### config.mk
export PLATFORM = sky130hd
export DESIGN_NAME = lzwd_item_decode
export DESIGN_NICKNAME = d
export VERILOG_FILES = /design/src/hdl/assert_macros.svh /design/src/hdl/lzwd_pkg.sv /design/src/hdl/lzwd_item_decode.sv
export SDC_FILE = /design/constraint.sdc
export NUM_CORES = 1
export LEC_CHECK = 0
export ABC_AREA = 1
export BUFFER_PORTS_ARGS = -buffer_cell sky130_fd_sc_hd__buf_2
export CAP_MARGIN = 25
export CORE_UTILIZATION = 45
export DETAILED_ROUTE_END_ITERATION = 16
export PLACE_DENSITY = 0.84
export RECOVER_POWER = 50
export SLEW_MARGIN = 10
export SYNTH_ARGS = -nofsm -noshare
export SYNTH_HDL_FRONTEND = slang
export SYNTH_SLANG_ARGS = --single-unit
### constraint.sdc
create_clock -name vclk -period 8.2
set_clock_uncertainty 0.15 [all_clocks]
set_input_delay 1.64 -clock vclk [all_inputs]
set_output_delay 1.64 -clock vclk [all_outputs]
set_load 0.05 [all_outputs]
### src/hdl/assert_macros.svh
// assertion macros used by the decompressor rtl
// no dependencies; included by files that check their own logic
`ifndef ASSERT_MACROS_SVH
`define ASSERT_MACROS_SVH

// property holds at every clock edge outside reset
`define ASSERT_ALWAYS(lbl, prop, msg) \
    lbl: assert property (@(posedge i_clk) disable iff (!i_rst_n) (prop)) else $error(msg);

// antecedent implies consequent in the same cycle
`define ASSERT_IMPL(lbl, ante, cons, msg) \
    lbl: assert property (@(posedge i_clk) disable iff (!i_rst_n) (ante) |-> (cons)) \
        else $error(msg);

// antecedent implies consequent in the following cycle
`define ASSERT_NEXT(lbl, ante, cons, msg) \
    lbl: assert property (@(posedge i_clk) disable iff (!i_rst_n) (ante) |=> (cons)) \
        else $error(msg);

`endif

### src/hdl/lzwd_pkg.sv
// shared types and constants for the lz window decompressor
// no dependencies; imported by the decoder, the top level and the testbench
package lzwd_pkg;

    localparam int WINDOW_BYTES = 4096;
    localparam int ADDR_W       = $clog2(WINDOW_BYTES);
    localparam int COUNT_W      = 24;
    localparam int LEN_W        = 5;
    localparam int FLAGS_W      = 5;
    localparam int WORD_W       = 16;
    localparam int BYTE_W       = 8;

    localparam logic [LEN_W-1:0]   MATCH_LEN_BASE = LEN_W'(18);
    localparam logic [FLAGS_W-1:0] FLAGS_PER_CTRL = FLAGS_W'(16);
    localparam logic [COUNT_W-1:0] MAX_BYTES_RST  = {COUNT_W{1'b1}};

    // kind of word: what an item is, and what is expected next
    typedef enum logic [1:0] {
        KIND_LITERAL = 2'd0,
        KIND_MATCH   = 2'd1,
        KIND_CONTROL = 2'd2
    } t_kind;

    // everything the top level needs to run one item
    typedef struct packed {
        t_kind                kind;
        logic [LEN_W-1:0]     len;
        logic [LEN_W-1:0]     n_emit;
        logic [LEN_W-1:0]     last_idx;
        logic                 ovf;
        t_kind                next_kind;
        logic [WORD_W-1:0]    flag_shift;
        logic [FLAGS_W-1:0]   flags_left;
        logic [COUNT_W-1:0]   bytes_next;
        logic [ADDR_W-1:0]    match_dist;
        logic [BYTE_W-1:0]    lit;
    } t_plan;

endpackage

### src/hdl/lzwd_item_decode.sv
// decodes one input word against flag state and output limit into an item plan
// depends on lzwd_pkg
module lzwd_item_decode
    import lzwd_pkg::*;
(
    input  logic [WORD_W-1:0]  i_word,
    input  logic [WORD_W-1:0]  i_flag_shift,
    input  logic [FLAGS_W-1:0] i_flags_left,
    input  logic [COUNT_W-1:0] i_bytes_written,
    input  logic [COUNT_W-1:0] i_max_bytes,
    input  logic               i_ovf,
    output t_plan              o_plan
);

    logic [COUNT_W-1:0] remaining;
    logic               fits;

    always_comb begin
        o_plan = '0;
        o_plan.match_dist = i_word[WORD_W-1:4];
        o_plan.lit        = i_word[BYTE_W-1:0];

        if (i_flags_left == '0) begin
            o_plan.kind       = KIND_CONTROL;
            o_plan.flag_shift = i_word;
            o_plan.flags_left = FLAGS_PER_CTRL;
            o_plan.len        = LEN_W'(1);
        end else begin
            o_plan.kind       = i_flag_shift[WORD_W-1] ? KIND_MATCH : KIND_LITERAL;
            o_plan.flag_shift = {i_flag_shift[WORD_W-2:0], 1'b0};
            o_plan.flags_left = i_flags_left - FLAGS_W'(1);
            o_plan.len        = i_flag_shift[WORD_W-1]
                              ? MATCH_LEN_BASE - {1'b0, i_word[3:0]} : LEN_W'(1);
        end

        // bytes still allowed under the limit
        remaining = (i_max_bytes > i_bytes_written) ? i_max_bytes - i_bytes_written : '0;
        fits      = remaining >= COUNT_W'(o_plan.len);

        if (o_plan.kind == KIND_CONTROL) begin
            o_plan.n_emit = '0;
            o_plan.ovf    = i_ovf;
        end else begin
            o_plan.n_emit = fits ? o_plan.len : remaining[LEN_W-1:0];
            o_plan.ovf    = i_ovf | ~fits;
        end

        o_plan.bytes_next = i_bytes_written + COUNT_W'(o_plan.n_emit);
        o_plan.last_idx   = (o_plan.n_emit == '0) ? o_plan.len - LEN_W'(1)
                                                  : o_plan.n_emit - LEN_W'(1);

        if (o_plan.flags_left == '0) begin
            o_plan.next_kind = KIND_CONTROL;
        end else if (o_plan.flag_shift[WORD_W-1]) begin
            o_plan.next_kind = KIND_MATCH;
        end else begin
            o_plan.next_kind = KIND_LITERAL;
        end
    end

endmodule

==> results of run 1 <==
-- Yosys cell counts, types with 4 or more instances --
cell type	number	share of area
xor2_1	25	0.061
nand2_2	6	0.011
nand3_1	42	0.059
nand4_1	14	0.025
inv_2	8	0.0084
inv_1	150	0.16
o21ai_2	4	0.0098
nor2_2	13	0.023
o21ai_0	6	0.0084
a21oi_1	23	0.032
ha_1	37	0.13
nor2_1	33	0.035
nor3_1	7	0.0098
xnor2_1	6	0.015
nand2_1	263	0.28
nor2_4	5	0.016
buf_4	20	0.042
-- area by class of cell --
class,instances,area [µm²],area share
multi-input combinational,513,3602,0.5541
timing repair buffer,331,2135,0.3283
inverter,160,636.9,0.09796
tap,102,127.6,0.01963
-- how the worst max path moves through the flow --
| stage | startpoint | endpoint | slack (ns) | depth (start not counted) |
|---|---|---|---|---|
| floorplan | i_bytes_written[19] | o_plan[38] | -0.37 | 36 |
| global placement | i_max_bytes[0] | o_plan[43] | -0.35 | 42 |
| detailed placement | i_max_bytes[0] | o_plan[43] | -0.50 | 42 |
| CTS | i_max_bytes[0] | o_plan[43] | -0.34 | 42 |
| global route | i_bytes_written[12] | o_plan[38] | -0.88 | 39 |
| finish | i_bytes_written[5] | o_plan[38] | -0.66 | 39 |
-- metal layers --
layer / vias up / part of all wire / global-route usage
met5: - / 0 / 0
met4: 0 / 0.077 / 0.1362
met3: 159 / 0.078 / 0.02010
met2: 419 / 0.50 / 0.6345
met1: 2680 / 0.35 / 0.3636
li1: 2714 / - / -
-- worst min-delay path, delay by kind of cell --
| family | cells | cell delay, ns |
|---|---|---|
| buffers and inverters | 2 | 0.30 |
| AND/OR/NAND/NOR | 2 | 0.09 |
-- stage by stage --
step	worst slack [ns]	area (µm²)	TNS [ns]
after floorplan	-0.3687	4009	-2.244
after global placement	-0.3482	5747	-1.895
after detailed placement	-0.5038	5747	-3.246
after CTS	-0.3409	6221	-2.260
after global routing	-0.8838	6501	-7.981
final	-0.6590	6501	-5.135
-- power by group --
group          internal (mW)  switching [mW]  leakage (nW)
Combinational          0.231           0.399          3.82
Sequential                 0               0             0
Clock                      0               0             0
-- kinds of logic (layout without fill, tap and decap cells) --
kind of cell	after synthesis	after routing	synth area share
and+or+nand+nor	400	400	0.4986
AOI/OAI and AO/OA	43	43	0.07003
adders and majority gates	39	39	0.1408
buffers and inverters	183	491	0.2146
xor gates and xnor gates	31	31	0.07598
-- repair_timing --
item	in CTS	in global routing
pin swaps	49	39
setup buffers	25	17
gates resized for setup	69	53
endpoints found under the setup margin	9	16
==> results.cfg, run 1 <==
[outcome]
outcome = finished with violations
violations = negative setup slack

[sta]
worst_pin_slew_ns = 0.7033
fin_ws_ns = -0.6590
setup_viol = 12
drv_slew = 0
period_minus_slack_ns = 8.859
slew_headroom = 0.5268
post-route-period-util = 1.080
hold_viol_final = 0
whs_ns = 3.517
fmaxAchievable_ghz = 0.1129
rsz0062_at_grt = true

[worst_setup_path]
required_ns = 6.41
start_kind = input pin
cp_common_cell = nand2_4
critPathBufInv = 8
worstPathArrival_ns = 7.07
crit_family = simple AND/OR/NAND/NOR gates
crit_type = input pin to output pin
slowest_delay_ns = 0.36
slowest_stage = ha_1
endpoint_kind = output pin
crit_fanout = 5

[floorplan]
dieArea_um2 = 8301
initial_core_util = 0.4648
core_um2 = 7687
die_w_um = 91.11
die_y_um = 91.11
rows = 32
io_pins = 171

[hold_path]
min_path_cells = 4
hold_class = input pin to output pin
hold_end = o_plan[61]
min_from = i_flag_shift[11]

[layout]
stdcell_count = 1106
areaGrowthSynthToFinish_pct = 81.93
insertedDiodeCount = 0
fin_nets = 1131
fin_util = 0.8457
fillers = 471
layout_commonest_cell = nand2_1
regArea_um2 = 0
clock_buffer_count = 0
most-common-layout-cells = 236 x nand2_1, 156 x buf_4, 134 x inv_1
post_route_cells_drive_above_1_share = 0.4641
seq_cell_count = 0

[detailed_routing]
drtIter0Drc = 519
vias = 5972
first_pass_iters = 7
avgRoutedWirePerCell_um = 15.66
routed_wl_mm = 17.32
drc_errors = 0
drtAntennaViolNets = 0
vias_per_cell = 5.400

[yosys]
ys_warn_count = 0
syn_nets = 821
ys_seq_area_frac = 0
syn_area_per_cell_um2 = 5.134
syn_area_um2 = 3573
netlist_instances = 696
yosys.cell_types.count = 35

[place]
place_congestion = 0.9117
hpwl_mm = 10.37
dp_cells = 1068
io_buffers = 171

[global_routing]
overflow = 0
grt_start_max_net_pins = 27
antenna_found_initial = 0
grt_pass1_wl_mm = 22.77
grt_pass1_vias = 5370
track_usage = 0.3267

[power_and_ir_drop]
ir_worst_vdd_v = 0.00009550
p_leak_nw = 3.824
power_mw = 0.6301
power_density_nw_per_um2 = 96.91

[flow_run]
max_cap_viol_count = 0

[clocking]
ctsHoldBuffers = 0
No activity file was read; power rests on OpenSTA's default activity.
==> inputs of run 2 (changes only) <==
--- a/config.mk
+++ b/config.mk
@@ -8,10 +8,12 @@
 export ABC_AREA = 1
 export BUFFER_PORTS_ARGS = -buffer_cell sky130_fd_sc_hd__buf_2
 export CAP_MARGIN = 25
+export CORE_MARGIN = 5
 export CORE_UTILIZATION = 45
 export DETAILED_ROUTE_END_ITERATION = 16
 export PLACE_DENSITY = 0.84
 export RECOVER_POWER = 50
+export REMOVE_ABC_BUFFERS = 1
 export SLEW_MARGIN = 10
 export SYNTH_ARGS = -nofsm -noshare
 export SYNTH_HDL_FRONTEND = slang
==> run 2 against run 1 <==
- the flow now stops in 5_1_grt
- synthesized cell count unchanged
- area after synthesis unchanged
==> results.cfg, run 2 <==
[global_routing]
grt_start_max_net_pins = 27
overflow = 2
track_usage = 0.5191

[place]
pre_cts_ws_ns = -0.6200
place_congestion = 0.9409
io_buffers = 171
hpwl_mm = 10.65

[floorplan]
die_y_um = 99.11
rows = 32
die_w_um = 99.11
io_pins = 171
initial_core_util = 0.4624

[yosys]
synth.largest_area_cell = nand2_1
yosys.cell_count.top_type = nand2_1
netlist_instances = 696
syn_area_per_cell_um2 = 5.134
synth_area_leaders = nand2_1 28%, inv_1 16%, ha_1 13%, xor2_1 6.1%, nand3_1 5.9%
synth_top_cell_area_share = 0.2763
yosys.cell_types.count = 35
ys_seq_area_frac = 0
ys_top_cells_by_count = 263 x nand2_1, 150 x inv_1, 42 x nand3_1
ys_warn_count = 0
syn_area_um2 = 3573

[sta]
postGrtWorstEndpoint = o_plan[38]
worst_path_end_type = output port

[outcome]
error_line = [ERROR GRT-0232] Routing congestion too high. Check the congestion heatmap in the GUI.
outcome = aborted with a tool error
haltStage = 5_1_grt

[clocking]
ctsHoldBuffers = 0
[run 2: cell counts after synthesis]
Identical to the previous run, type by type.
[run 2: metal layers]
| metal | GRT overflow | global-route usage |
|---|---|---|
| met3 | 0 | 0.2959 |
| met2 | 2 | 0.7634 |
| met5 | 0 | 0.06667 |
| met1 | 0 | 0.4815 |
| met4 | 0 | 0.5431 |
[run 2: what timing repair did]
action / in CTS
gates resized for setup: 94
endpoints found under the setup margin: 13
cloned: 0
pin swaps: 57
buffers inserted: 30
[run 2: cell families after synthesis]
logic type | after synthesis | synth area share
AND/OR/NAND/NOR | 400 | 0.4986
buffers and inverters | 183 | 0.2146
AO/OA/AOI/OAI | 43 | 0.07003
adder cells (fa/ha/maj) | 39 | 0.1408
XOR/XNOR | 31 | 0.07598
[run 2: stage by stage]
stage	area [µm²]	std cells	utilization	setup TNS (ns)	hold slack, ns
CTS	6015	1102	0.7783	-1.694	3.433
detailed placement	5386	1078	0.6971	-4.660	3.434
global placement	5386	1078	0.6971	-2.668	3.431
floorplan	3412	673	-	-46.18	3.130
==> inputs of run 3 (changes only) <==
--- a/config.mk
+++ b/config.mk
@@ -9,9 +9,9 @@
 export BUFFER_PORTS_ARGS = -buffer_cell sky130_fd_sc_hd__buf_2
 export CAP_MARGIN = 25
 export CORE_MARGIN = 5
-export CORE_UTILIZATION = 45
+export CORE_UTILIZATION = 30
 export DETAILED_ROUTE_END_ITERATION = 16
-export PLACE_DENSITY = 0.84
+export PLACE_DENSITY_LB_ADDON = 0.15
 export RECOVER_POWER = 50
 export REMOVE_ABC_BUFFERS = 1
 export SLEW_MARGIN = 10
==> constraint.sdc (replaced) <==
create_clock -name vclk -period 10.7
set_clock_uncertainty 0.15 [all_clocks]
set_input_delay 2.14 -clock vclk [all_inputs]
set_output_delay 2.14 -clock vclk [all_outputs]
set_load 0.05 [all_outputs]
==> run 3 against run 2 <==
- the flow now finishes without violations
==> results.cfg, run 3 (synthesis gave the netlist of run 1 again) <==
[outcome]
outcome = finished clean

[floorplan]
rows = 39
die_w_um = 119.1
dieArea_um2 = 14190
die_y_um = 119.1
initial_core_util = 0.3090
io_pins = 171
core_um2 = 11560

[global_routing]
track_usage = 0.1547
grt_pass1_wl_mm = 19.24
grt_start_max_net_pins = 27
overflow = 0
antenna_found_initial = 0
grt_pass1_vias = 4169

[layout]
areaGrowthSynthToFinish_pct = 29.17
fin_util = 0.3991
fin_nets = 983
insertedDiodeCount = 0
clock_buffer_count = 0
final_cell_area_um2 = 4616
multi_input_area_um2 = 2932
regArea_um2 = 0
fillers = 1373
post_route_cells_drive_above_1_share = 0.2477
most-common-layout-cells = 261 x nand2_1, 149 x inv_1, 128 x buf_2
layout_commonest_cell = nand2_1
seq_cell_count = 0

[hold_path]
min_path_cells = 3
hold_class = input pin to output pin
min_from = i_bytes_written[16]
hold_end = o_plan[36]

[sta]
fin_tns_setup_ns = 0
worst_pin_slew_ns = 0.6271
drv_slew = 0
hold_viol_final = 0
post-route-period-util = 0.9397
period_minus_slack_ns = 10.05
setup_viol = 0
slew_headroom = 0.5837
whs_ns = 4.500
fmaxAchievable_ghz = 0.09946

[detailed_routing]
drtAntennaViolNets = 0
vias_per_cell = 4.356
avgRoutedWirePerCell_um = 11.52
drtIter0Drc = 161
routed_wl_mm = 11.51
drc_errors = 0
first_pass_iters = 5
vias = 4352

[power_and_ir_drop]
ir_worst_vdd_v = 0.00003006
p_sw_mw = 0.2435
combPwrFrac = 1.000
p_int_mw = 0.1008
p_sw_frac = 0.7073
p_leak_nw = 2.920
seq_power_share = 0
power_mw = 0.3442
clock_power_share = 0
power_density_nw_per_um2 = 74.58

[worst_setup_path]
slowest_stage = fa_1
slowest_delay_ns = 0.40
worstPathArrival_ns = 7.76
required_ns = 8.41
cp_common_cell = nand2_1
crit_type = input pin to output pin
endpoint_kind = output pin
start_kind = input pin
crit_fanout = 9

[place]
place_congestion = 0.8462
hpwl_mm = 10.39
io_buffers = 171
place_area_um2 = 4492

[clocking]
ctsHoldBuffers = 0

[flow_run]
max_cap_viol_count = 0
==> run 3: what timing repair did <==
action	in CTS	in global routing
setup endpoints to repair	0	8
resized for setup	0	31
buffers inserted	0	6
==> run 3: through the flow <==
stage / instances / setup slack, ns
detailed placement: 993 / 0.1095
finish: 999 / 0.6456
global route: 999 / -0.01377
global placement: 993 / 0.2815
CTS: 993 / 0.1110
floorplan: 673 / -1.109
==> run 3: area by class of cell <==
type,instances,area share
timing repair buffer,183,0.1949
tap,143,0.03876
multi-input combinational,513,0.6351
inverter,160,0.1312
==> run 3: worst max path at each step <==
stage	slack, ns	start	endpoint	depth (start not counted)
6_report	0.65	i_bytes_written[6]	o_plan[40]	38
5_1_grt	-0.01	i_bytes_written[11]	o_plan[38]	38
4_1_cts	0.11	i_bytes_written[0]	o_plan[38]	39
3_5_place_dp	0.11	i_bytes_written[0]	o_plan[38]	39
3_3_place_gp	0.28	i_bytes_written[0]	o_plan[38]	39
2_1_floorplan	-1.11	i_flags_left[0]	o_plan[38]	34
==> run 3: worst max-delay path: cells and delay by family <==
| kind | cells | cell delay [ns] |
|---|---|---|
| simple gates | 20 | 2.81 |
| fa+ha+maj | 4 | 1.25 |
| buf+inv | 7 | 0.73 |
| compound gates | 6 | 0.70 |
| xor+xnor | 1 | 0.13 |
==> run 3: metal layers <==
metal	share of wire	GRT usage	up-vias
met5	0	0	-
met4	0.0061	0.007241	0
met3	0.041	0.006635	6
met2	0.49	0.2858	94
met1	0.46	0.2088	1838
li1	-	-	2414
==> run 3: power by group through the flow <==
stage	combinational (mW)	clock (mW)	sequential, mW
after CTS	0.339	0	0
after detailed placement	0.338	0	0
final	0.344	0	0
after floorplan	0.239	0	0
after global routing	0.382	0	0
after global placement	0.339	0	0
==> inputs of run 4 (changes only) <==
--- a/config.mk
+++ b/config.mk
@@ -13,7 +13,6 @@
 export DETAILED_ROUTE_END_ITERATION = 16
 export PLACE_DENSITY_LB_ADDON = 0.15
 export RECOVER_POWER = 50
-export REMOVE_ABC_BUFFERS = 1
 export SLEW_MARGIN = 10
 export SYNTH_ARGS = -nofsm -noshare
 export SYNTH_HDL_FRONTEND = slang
==> run 4 against run 3 <==
- count of clock-buffer cells in the layout did not move
- routed wire length up 2.1%
- critical path depth rose by 2
- worst hold slack lost 0.0028 ns
- first-iteration DRC count down 30%
- combinational power is essentially flat
- non-clock buffer count decreased by 1
- maximum frequency decreased by 0.69%
- sequential share of layout area stayed put
- final area increased by 0.16%
- cell count shrank 0.10%
- highest routed layer unchanged
==> results.cfg, run 4 (synthesis gave the netlist of run 1 again) <==
[outcome]
outcome = finished clean

[detailed_routing]
drc_errors = 0
routed_wl_mm = 11.75
drtAntennaViolNets = 0
avgRoutedWirePerCell_um = 11.78
first_pass_iters = 4
vias = 4447
vias_per_cell = 4.456
drtIter0Drc = 112

[global_routing]
grt_pass1_wl_mm = 19.93
overflow = 0
antenna_found_initial = 0
track_usage = 0.1596
grt_pass1_vias = 4370
grt_start_max_net_pins = 27

[layout]
fillers = 1366
clock_buffer_count = 0
layout_commonest_cell = nand2_1
fin_util = 0.3998
post_route_cells_drive_above_1_share = 0.2468
final_cell_area_um2 = 4623
most-common-layout-cells = 261 x nand2_1, 149 x inv_1, 127 x buf_2
areaGrowthSynthToFinish_pct = 29.38
seq_cell_count = 0
insertedDiodeCount = 0
regArea_um2 = 0
stdcell_count = 998
fin_nets = 982

[sta]
whs_ns = 4.497
hold_viol_final = 0
fin_ws_ns = 0.5759
drv_slew = 0
slew_headroom = 0.5853
fmaxAchievable_ghz = 0.09877
period_minus_slack_ns = 10.12
post-route-period-util = 0.9462
setup_viol = 0
fin_tns_setup_ns = 0
worst_pin_slew_ns = 0.6247

[hold_path]
hold_end = o_plan[36]
hold_class = input pin to output pin
min_from = i_bytes_written[16]
min_path_cells = 3

[floorplan]
die_y_um = 119.1
core_um2 = 11560
dieArea_um2 = 14190
die_w_um = 119.1
initial_core_util = 0.3090
rows = 39
io_pins = 171

[worst_setup_path]
crit_fanout = 9
endpoint_kind = output pin
worstPathArrival_ns = 7.83
slowest_delay_ns = 0.40
start_kind = input pin
crit_type = input pin to output pin
cp_common_cell = nand2_1
slowest_stage = fa_1
required_ns = 8.41

[power_and_ir_drop]
power_density_nw_per_um2 = 73.99
p_leak_nw = 2.926
ir_worst_vdd_v = 0.00005672
power_mw = 0.3421

[flow_run]
max_cap_viol_count = 0

[place]
io_buffers = 171
place_area_um2 = 4482
place_congestion = 0.8587
hpwl_mm = 10.46
dp_cells = 991
pre_cts_ws_ns = 0.1788

[clocking]
ctsHoldBuffers = 0
[run 4: timing repair]
item | 4_1_cts | 5_1_grt
setup endpoints to repair | 0 | 7
setup buffers | 0 | 7
hold endpoints to repair | 0 | 0
gates resized for setup | 0 | 35
[run 4: worst max path at each step]
stage	from	to	slack (ns)	cells past startpoint
after global placement	i_bytes_written[0]	o_plan[38]	0.26	39
after global routing	i_bytes_written[21]	o_plan[43]	-0.02	38
after floorplan	i_flags_left[0]	o_plan[38]	0.02	34
after detailed placement	i_bytes_written[0]	o_plan[38]	0.18	39
final	i_bytes_written[0]	o_plan[42]	0.58	40
after CTS	i_bytes_written[0]	o_plan[38]	0.15	39
[run 4: per-layer routing]
metal	routed length, µm	GRT usage	vias to the layer above
met5	0	0	-
met4	195	0.02317	0
met3	599	0.01801	18
met2	5471	0.2798	124
met1	5488	0.2146	1888
li1	-	-	2417
[run 4: worst max-delay path, delay by kind of cell]
family	cells	cell delay, ns
adder cells (fa/ha/maj)	5	1.31
buffers and inverters	8	0.99
AO/OA/AOI/OAI	6	0.70
XOR/XNOR	1	0.13
AND/OR/NAND/NOR	20	2.53
[run 4: power breakdown]
part | internal [mW] | switching, mW | leakage [nW]
Clock | 0 | 0 | 0
Combinational | 0.0984 | 0.244 | 2.93
Sequential | 0 | 0 | 0
Total | 0.0984 | 0.244 | 2.93
[run 4: cell type report]
type / instances / area (µm²) / share of cell area
Timing Repair Buffer: 182 / 894.6 / 0.1935
Inverter: 160 / 605.6 / 0.1310
Multi-Input combinational cell: 513 / 2944 / 0.6368
Tap cell: 143 / 178.9 / 0.03870
